File: src/hw/rtl/krh_ram.sv
module krh_ram #(
    parameter int WIDTH = 8,
    parameter int DEPTH = 16
) (
    input  logic                     i_clk,
    input  logic                     i_we,
    input  logic [$clog2(DEPTH)-1:0] i_waddr,
    input  logic [WIDTH-1:0]         i_wdata,
    input  logic [$clog2(DEPTH)-1:0] i_raddr,
    output logic [WIDTH-1:0]         o_rdata
);
    logic [WIDTH-1:0] r_mem [DEPTH];

    always_ff @(posedge i_clk) begin
        if (i_we) begin
            r_mem[i_waddr] <= i_wdata;
        end
        o_rdata <= r_mem[i_raddr];
    end
endmodule

File: config.mk
export PLATFORM = sky130hd
export DESIGN_NAME = krh_ram
export DESIGN_NICKNAME = d
export VERILOG_FILES = /design/src/hw/rtl/krh_ram.sv
export SDC_FILE = /design/constraint.sdc
export NUM_CORES = 1
export LEC_CHECK = 0
export BUFFER_PORTS_ARGS = -buffer_cell sky130_fd_sc_hd__buf_2
export CORE_UTILIZATION = 40
export CTS_BUF_LIST = sky130_fd_sc_hd__clkbuf_4 sky130_fd_sc_hd__clkbuf_8 sky130_fd_sc_hd__clkbuf_16
export DETAILED_ROUTE_END_ITERATION = 8
export RECOVER_POWER = 25
export SYNTH_ARGS = -nofsm -noshare
export SYNTH_HDL_FRONTEND = slang
export SYNTH_SLANG_ARGS = --single-unit
File: constraint.sdc
create_clock -name i_clk -period 4.8 [get_ports i_clk]
set_clock_uncertainty 0.2 [all_clocks]
set_input_delay 1.44 -clock i_clk [delete_from_list [all_inputs] [get_ports i_clk]]
set_output_delay 1.44 -clock i_clk [all_outputs]
set_load 0.05 [all_outputs]
# Word level (Yosys, flattened, before mapping)

Memories as Yosys holds them, arrays and structs flattened. A register that Yosys moved wholly into a read port is not among the register bits.
Index checks and enable logic that the tools add are counted.

Eq/ne operators: 0
Reductions and logical operators: 0
Bitwise operators: 0
Div/mod/pow operators: 0
Magnitude comparators: 0
Multipliers: 0
Mux-type cells: 2
Add/subtract/negate cells: 0
Shift-type cells: 0

Operators with widths:

| kind             | number |
|---|---|
| 1-bit 2-to-1 mux | 2 |

Memory bits (writable): 128
Flip-flop bits (word level): 0
Memory bits (read-only): 0
Bits in latches: 0
Memories kept: 1

Memories:

| name  | words | bits a word | read ports | clocked after memory_dff | wr ports | line | source |
|---|---|---|---|---|---|---|---|
| r_mem | 16    | 8           | 1          | 1                        | 1        | 12   | `logic [WIDTH-1:0] r_mem [DEPTH];` |

# Logic depth before layout (Yosys ltp)

Gate-level depths: netlist of the first run.

Word-level depth: 2
Depth in mapped cells: 5
Depth with buffers taken out: 3

# Worst setup path after synthesis of the first run

No wires, ideal clock.

Path kind: in2reg
From: input port i_waddr[2]
To: memory r_mem[0][0], enable pin
Data arrival time: 2550 ps
Setup time: 383 ps
Stages: 2
Path slack: 1667 ps
Cells stage by stage: or3b_2 nor3_1

RTL lines:

| element     | line | source |
|---|---|---|
| from (decl) | 7    | `input logic [$clog2(DEPTH)-1:0] i_waddr,` |
| to (decl)   | 12   |  |

Straight into the memory's write port.

==> metrics.cfg, run 1 <==
[status]
status=finished clean

[finish]
layout.cells.non_filler=453
area_delta_synth_final_pct=17.43
layout-drive-gt1-share_pct=27.05
final_area_mm2=0.006045
num_antenna_cells=0
nNetsFinal=286
fill_cells=1025

[synthesis]
synth-seq-cells=136
syn_area_mm2=0.005147
synth-seq-area-share_pct=77.78
ys_types=19
syn_inst=229
avgSynthCellArea_um2=22.48
synth_nets=247
synth_warnings=0

[placed_design]
dp.cells=421
placed_area_mm2=0.005444
dp_hpwl_mm=5.959
gp_congestion=0.6783
place_ws_ps=1242
portBuffers=25

[floorplanning]
core_mm2=0.01257
design.die.area_mm2=0.01333
initial_core_util_pct=40.96
die_x_um=115.4
rows=41
ios=26
die_h_um=115.4

[sta]
period_share_pct=65.07
fin_ws_ps=1677
finalMaxSlewViolations=0
worst_slew_pin_slew_ps=1002
rsz0062_at_grt=false
fin_crit_ps=3123
slew_headroom_pct=32.96
setup_tns_ps=0
hold_viol=0
fmax_mhz=320.2
setup_viol=0

[setup_path]
path_cells=buf_2 > buf_4 > mux4_1 > a22oi_1 > nand2_1
start_kind=input port
crit_fanout=20
cp.arrival_ps=3230
crit_type=in2reg
setup.worst_path.end_class=flop
r2r-start=r_mem[9][4]$_DFFE_PP_
r2r_end=o_rdata[4]$_DFF_P_
r2r_slack_ps=3200
cp_data_required_time_ps=4900
slowest_stage=mux4_1
worst-r2r-cell-count=3
critPathMaxStageDelay_ps=570

[detailed_routing]
ant_nets=0
vias_per_cell=5.172
drc=0
route.vias.total=2343
wl_per_cell_um=21.07
finalWirelength_mm=9.544
drtIter0Drc=261
firstDrtPassIters=4

[cts]
cts.path.max_buffers=2
cts-buffers-inserted=17
cts-resized-gates=0
clk_latency_ps=420
htreeDepth=4
clock_sinks=136
clk_pin_slew_ps=60
cts_hold_buf=0
cts-root-buf=clkbuf_16
cts_tree=done
post_cts.repair.setup_buffers=0

[power]
p_per_area_mw_per_mm2=460.4
p_leak_nw=1.995
irDropWorstVdd_uv=246.0

[hold_path]
hold_end=o_rdata[5]$_DFF_P_
worstHoldStart=r_mem[15][5]$_DFFE_PP_
worstHoldPathCells=3
hold_path_class=reg2reg

[global_route]
track_usage_pct=16.32
antenna_found_initial=0
grt_pass1_vias=2358
grt_pass1_wl_mm=14.65
grt_start_max_net_pins=33
grt.overflow.total=0

[run]
drv_cap=0

cells by family (layout without fill, tap and decap cells):
| family | after synthesis | count (layout) | share of synthesized area [%] |
|---|---|---|---|
| DFF | 136 | 136 | 77.78 |
| muxes | 32 | 32 | 15.02 |
| and+or+nand+nor | 35 | 35 | 3.184 |
| buffers and inverters | 10 | 62 | 1.677 |
| AOI/OAI and AO/OA | 16 | 16 | 2.334 |
area by class of cell:
cell class | instances | area, µm² | share of cell area (%)
clock inverter | 14 | 175.2 | 2.898
multi-input combinational | 83 | 1062 | 17.57
sequential | 136 | 4004 | 66.24
timing repair buffer | 30 | 155.1 | 2.567
clock buffer | 18 | 432.9 | 7.162
tap | 172 | 215.2 | 3.560
layer usage:
metal	vias to the layer above	routed length (µm)	GRT usage, %
li1	1056	-	-
met1	1208	4244	21.23
met2	64	4707	25.87
met3	15	447	4.446
met4	0	144	7.273
met5	-	0	0
through the flow:
stage          hold WS, ps  total power [mW]  utilization, %
4_1_cts              474.0             2.808           48.15
5_1_grt              506.3             2.865           48.09
3_3_place_gp         453.7             1.503           43.32
6_report             459.5             2.783           48.09
3_5_place_dp         462.8             1.505           43.32
2_1_floorplan        429.3             1.453               -
power breakdown:
group | switching, mW | internal (mW)
clock | 0.479 | 0.825
combinational | 0.0941 | 0.0481
sequential | 0.00784 | 1.33
total | 0.581 | 2.20
state kept, by name, summed over array words and instances (netlist names):
register and count:
o_rdata 8, r_mem 128
cells in the mapped netlist:
cell type / count / share of area (%)
nor3_1: 4 / 0.39
buf_4: 1 / 0.15
nor2b_1: 1 / 0.12
nand3_1: 1 / 0.097
and2_1: 1 / 0.12
buf_2: 3 / 0.29
clkdlybuf4s25_2: 3 / 0.58
mux4_2: 18 / 7.9
nand2b_1: 2 / 0.24
or3b_2: 1 / 0.17
mux4_1: 14 / 7.1
edfxtp_1: 128 / 75
and2b_1: 1 / 0.15
a22oi_1: 16 / 2.3
nand3b_1: 2 / 0.29
nor2_1: 13 / 0.95
buf_6: 3 / 0.66
dfxtp_1: 8 / 3.1
nand2_1: 9 / 0.66
worst max-delay path by stage:
stage	startpoint	to	slack, ps	cells past startpoint
finish	i_raddr[0]	o_rdata[3]$_DFF_P_	1680	5
global placement	i_raddr[0]	o_rdata[3]$_DFF_P_	1250	5
global route	i_raddr[0]	o_rdata[3]$_DFF_P_	1500	5
floorplan	i_waddr[2]	r_mem[0][0]$_DFFE_PP_	1670	2
CTS	i_raddr[0]	o_rdata[3]$_DFF_P_	1660	5
detailed placement	i_raddr[0]	o_rdata[5]$_DFF_P_	1240	5
cell usage in the layout (no fill, tap or decap), drive strengths merged:
cell type  synthesis  layout
inv                0       2
and2b              1       1
buf                7      24
clkbuf             0      24
bufinv             0       3
mux4              32      32
clkinvlp           0       3
and2               1       1
nand3b             2       2
edfxtp           128     128
nor2b              1       1
nand2              9       9
nand2b             2       2
or3b               1       1
dfxtp              8       8
clkinv             0       6
a22oi             16      16
nor2              13      13
nand3              1       1
nor3               4       4
critical path, delay by kind of cell:
family | cells | cell delay [ps]
compound gates | 1 | 290
buf+inv | 2 | 820
mux | 1 | 570
simple gates | 1 | 80
Note: power is estimated with default switching activity, not from simulation.
==> run 2, diff against run 1 <==
ABC_AREA = 1   (was unset)
clock period = 2.69 ns   (was 4.8 ns; I/O delays follow)
==> run 2 against run 1 <==
Register-to-register slack worse by 1700 ps. Via count up 61%. Sequential power up 78%. Core utilization down 0.12 points. Worst setup slack worse by 1000 ps. First-iteration DRC count up 9.2%. Non-clock buffer count up 16. Synthesized area up 12%. Flip-flop and latch count unchanged. Clock power up 76%. Largest power group unchanged. Highest routed layer unchanged.
==> metrics.cfg, run 2 <==
[power]
p_per_area_mw_per_mm2=746.3  ; +62%
irDropWorstVdd_uv=371.8  ; +51%
total_power_mw=5.008  ; +80%
p_leak_nw=2.898  ; +45%

[finish]
layout.cells.non_filler=785  ; +73%
largest_register_ff_count=128  ; unchanged
area_delta_synth_final_pct=16.36
largest_register=r_mem
fill_cells=1278  ; +25%
mostFrequentLayoutCell=nand2_1
multiInputGateArea_mm2=0.001214  ; +14%
nNetsFinal=610  ; +110%
final_area_mm2=0.006710  ; +11%
num_antenna_cells=0  ; unchanged
utilization_pct=47.97  ; -0.12 points
most-common-layout-cells=nand2_1, edfxtp_1, inv_1
regArea_mm2=0.004004  ; unchanged
largestRegisters=r_mem x128, o_rdata x8
layout-drive-gt1-share_pct=11.90  ; -15 points

[sta]
period_share_pct=76.03
setup_tns_ps=0  ; unchanged
setup_viol=0  ; unchanged
fmax_mhz=488.9
whs_ps=487.3  ; +27.77 ps
hold_viol=0  ; unchanged
worst_slew_pin_slew_ps=834.6  ; -167.4 ps
finalMaxSlewViolations=0  ; unchanged
slew_headroom_pct=44.36  ; +11 points
rsz0062_at_grt=false
fin_crit_ps=2045
fin_ws_ps=644.8  ; -1032 ps

[detailed_routing]
drc=0  ; unchanged
finalWirelength_mm=12.39  ; +30%
drtIter0Drc=285  ; +9.2%
ant_nets=0  ; unchanged
wl_per_cell_um=15.79  ; -25%
route.vias.total=3781  ; +61%
vias_per_cell=4.817  ; -6.9%
firstDrtPassIters=4  ; unchanged

[floorplanning]
initial_core_util_pct=41.23  ; +0.27 points
rows=43  ; +4.9%
die_h_um=122.1  ; +5.7%
core_mm2=0.01399  ; +11%
die_x_um=122.1  ; +5.7%
ios=26  ; unchanged
design.die.area_mm2=0.01490  ; +12%

[synthesis]
yosysMostFrequentCell=nand2_1
async_flop_share_pct=0  ; unchanged
synth_top_area_share_pct=66.65  ; -8.0 points
avgSynthCellArea_um2=10.47  ; -53%
synth-seq-cells=136  ; unchanged
synth_edf_count=128  ; unchanged
synth-seq-area-share_pct=69.43  ; -8.4 points
synth_warnings=0  ; unchanged
ys_top_cells_by_count=nand2_1, edfxtp_1, inv_1, nand3_1, nor2_1
ys.flop_type=edfxtp_1
synth_nets=569  ; +130%
synth_top_area_cell=edfxtp_1
ys_types=12  ; -7
syn_inst=551  ; +140%
synth_area_leaders=edfxtp_1, nand2_1, nand3_1
syn_area_mm2=0.005767  ; +12%

[cts]
htreeDepth=4  ; unchanged
cts_tree=done
cts.path.max_buffers=2  ; unchanged
cts-resized-gates=0  ; unchanged
post_cts.repair.setup_buffers=0  ; unchanged
cts-buffers-inserted=17  ; unchanged
cts-root-buf=clkbuf_16
clock_sinks=136  ; unchanged
clk_pin_slew_ps=60  ; about the same
clk_latency_ps=410  ; about the same
cts_hold_buf=0  ; unchanged

[setup_path]
r2r_slack_ps=1470  ; -1730 ps
crit_fanout=1  ; -95%
cp_num_buf_inv=1  ; -1
crit_type=reg2out
critPathMaxStageDelay_ps=360  ; -210 ps
worst-r2r-cell-count=6  ; +3
cp.arrival_ps=1040  ; -2190 ps
setup.worst_path.end_class=output pin
start_kind=flop
cp_top_family=flip-flops
cp_data_required_time_ps=1680  ; -3220 ps
r2r-start=r_mem[3][4]$_DFFE_PP_
path_cells=buf_2
crit_path_start=o_rdata[7]$_DFF_P_
r2r_end=o_rdata[4]$_DFF_P_
slowest_stage=dfxtp_1

[hold_path]
worstHoldPathCells=6  ; +3
hold_end=o_rdata[2]$_DFF_P_
hold_path_class=reg2reg
worstHoldStart=r_mem[13][2]$_DFFE_PP_

[global_route]
grt.overflow.total=0  ; unchanged
track_usage_pct=18.03  ; +1.7 points
grt_pass1_wl_mm=19.58  ; +34%
grt_start_max_net_pins=65  ; +97%
antenna_found_initial=0  ; unchanged
grt_pass1_vias=3543  ; +50%

[placed_design]
placed_area_mm2=0.006121  ; +12%
gp_congestion=0.7797  ; +15%
dp.cells=753  ; +79%
portBuffers=25  ; unchanged
place_ws_ps=318.1  ; -923.4 ps
dp_hpwl_mm=7.742  ; +30%

[status]
status=finished clean

[run]
drv_cap=0  ; unchanged

run 2: layout make-up:
type	instances	share of cell area [%]
Tap cell	180	3.356
Sequential cell	136	59.67
Clock buffer	19	6.563
Multi-Input combinational cell	289	18.09
Clock inverter	13	2.312
Timing Repair Buffer	46	4.307
Inverter	102	5.706
run 2: layer usage:
metal | vias up | GRT usage (%) | part of all wire, %
met3 | 14 | 2.996 | 5.8
met5 | - | 0 | 0
li1 | 1858 | - | -
met4 | 0 | 6.784 | 1.8
met2 | 120 | 28.21 | 47
met1 | 1789 | 25.17 | 45
run 2: cells by family (layout without fill, tap and decap cells):
family,Yosys count,in the layout,synth area share (%)
AND/OR/NAND/NOR,289,289,21.05
buffers and inverters,126,180,9.525
flip-flops,136,136,69.43
run 2: how the worst max path moves through the flow:
| stage | cells after the start | to | slack, ps |
|---|---|---|---|
| after floorplan | 2 | r_mem[10][0]$_DFFE_PP_ | 730 |
| after global placement | 7 | o_rdata[0]$_DFF_P_ | 330 |
| after detailed placement | 8 | o_rdata[1]$_DFF_P_ | 320 |
| after CTS | 1 | o_rdata[7] | 610 |
| after global routing | 1 | o_rdata[7] | 600 |
| final | 1 | o_rdata[7] | 640 |
run 2: power breakdown:
| group | internal, mW | switching, mW |
|---|---|---|
| Combinational | 0.0838 | 0.246 |
| Clock | 1.47 | 0.825 |
| Sequential | 2.37 | 0.0147 |
==> run 3, diff against run 2 <==
clock period = 2 ns   (was 2.69 ns; I/O delays follow)
==> run 3 against run 2 <==
Global-route usage rose by 0.70 points. Register-to-register slack got worse by 680 ps. Sequential share of layout area fell by 0.36 points. Combinational power rose by 39%. Core utilization rose by 0.30 points. Non-clock buffer count is 5 higher. Sequential power rose by 35%. Largest cell class unchanged. Clock power is 35% higher. Final cell count is 0.51% higher. Worst setup slack got worse by 470 ps. Clock-buffer cell count decreased by 1.
==> metrics.cfg, run 3 (synthesized netlist as in run 2, its figures left out) <==
[floorplanning]
core_mm2=0.01399  ; unchanged
initial_core_util_pct=41.23  ; unchanged
rows=43  ; unchanged
die_h_um=122.1  ; unchanged
die_x_um=122.1  ; unchanged
design.die.area_mm2=0.01490  ; unchanged
ios=26  ; unchanged

[finish]
nNetsFinal=615  ; +0.82%
utilization_pct=48.26  ; +0.30 points
mostFrequentLayoutCell=nand2_1
largest_register=r_mem
layout-drive-gt1-share_pct=12.64  ; +0.74 points
area_delta_synth_final_pct=17.08
largestRegisters=r_mem x128, o_rdata x8
final_area_mm2=0.006751  ; +0.62%
num_antenna_cells=0  ; unchanged
largest_register_ff_count=128  ; unchanged
most-common-layout-cells=nand2_1, edfxtp_1, inv_1

[hold_path]
hold_path_class=in2reg
worstHoldStart=i_raddr[3]

[setup_path]
r2r-start=r_mem[1][1]$_DFFE_PP_
cp.arrival_ps=1030  ; about the same
crit_fanout=1  ; unchanged
slowest_stage=dfxtp_1
cp_num_buf_inv=1  ; unchanged
crit_type=reg2out
critPathMaxStageDelay_ps=350  ; about the same
setup.worst_path.end_class=output pin
crit_path_start=o_rdata[5]$_DFF_P_
path_cells=buf_2
start_kind=flop
cp_data_required_time_ps=1200  ; -480 ps
cp_top_family=flip-flops

[power]
p_per_area_mw_per_mm2=1001  ; +34%
p_leak_nw=2.930  ; +1.1%
irDropWorstVdd_uv=481.0  ; +29%

[cts]
cts-buffers-inserted=17  ; unchanged
post_cts.repair.setup_buffers=0  ; unchanged
clk_latency_ps=410  ; about the same
cts_tree=done
cts_hold_buf=0  ; unchanged
cts-root-buf=clkbuf_16
cts-resized-gates=0  ; unchanged
cts.path.max_buffers=2  ; unchanged
htreeDepth=4  ; unchanged
clock_sinks=136  ; unchanged
clk_pin_slew_ps=60  ; about the same

[sta]
setup_tns_ps=0  ; unchanged
fmax_mhz=547.7
period_share_pct=91.28
setup_viol=0  ; unchanged
finalMaxSlewViolations=0  ; unchanged
rsz0062_at_grt=false
fin_crit_ps=1826
hold_viol=0  ; unchanged
slew_headroom_pct=45.67  ; +1.3 points
worst_slew_pin_slew_ps=815.0  ; -19.58 ps

[global_route]
antenna_found_initial=0  ; unchanged
grt_pass1_vias=3735  ; +5.4%
grt.overflow.total=0  ; unchanged
grt_start_max_net_pins=65  ; unchanged
grt_pass1_wl_mm=20.24  ; +3.4%
track_usage_pct=18.73  ; +0.70 points

[run]
drv_cap=0  ; unchanged

[placed_design]
placed_area_mm2=0.006171  ; +0.82%
gp_congestion=0.8147  ; +4.5%
dp_hpwl_mm=7.920  ; +2.3%
portBuffers=25  ; unchanged

[detailed_routing]
drtIter0Drc=278  ; -2.5%
wl_per_cell_um=16.23  ; +2.8%
ant_nets=0  ; unchanged
firstDrtPassIters=5  ; +1
finalWirelength_mm=12.81  ; +3.3%
route.vias.total=3859  ; +2.1%
drc=0  ; unchanged
vias_per_cell=4.891  ; +1.5%

[status]
status=finished clean

[run 3: cell count changes in the layout (fill, tap and decap cells not counted), sizes merged]
cell,before,now
buf,41,46
inv,102,104
clkbuf,24,23
clkinv,7,6
clkinvlp,3,2
[run 3: final cells by class]
cell class / count / area, µm²
clock buffers: 18 / 432.9
clock inverters: 13 / 153.9
fillers: 1299 / 7237
inverters: 102 / 382.9
multi-input cells: 289 / 1214
flip-flops and latches: 136 / 4004
well taps: 180 / 225.2
repair buffers: 51 / 339.1
[run 3: path summary, 6_finish.rpt]
kind	end	slack (ps)	cells past startpoint
max	o_rdata[5]	170	1
min	o_rdata[2]$_DFF_P_	350	3
max reg2reg	o_rdata[1]$_DFF_P_	790	6
min reg2reg	o_rdata[1]$_DFF_P_	480	6
[run 3: through the flow]
stage / power, mW / worst slack (ps) / cells / hold slack [ps]
after global routing: 6.965 / 147.3 / 789 / 366.9
final: 6.760 / 174.3 / 789 / 352.2
after CTS: 6.795 / 154.1 / 789 / 349.2
after floorplan: 3.551 / 249.2 / 551 / 407.4
after global placement: 3.716 / 143.6 / 758 / 463.7
after detailed placement: 3.723 / 99.86 / 758 / 461.6
[run 3: power by group]
| group | internal (mW) | total (mW) | switching [mW] |
|---|---|---|---|
| combinational | 0.122 | 0.456 | 0.335 |
| sequential | 3.19 | 3.21 | 0.0193 |
| clock | 1.96 | 3.10 | 1.14 |
| total | 5.27 | 6.76 | 1.49 |
[run 3: routing by layer]
metal / global-route usage [%] / part of all wire [%]
met1: 24.40 / 43
met2: 30.86 / 49
met3: 3.137 / 5.4
met4: 8.003 / 2.4
met5: 0 / 0
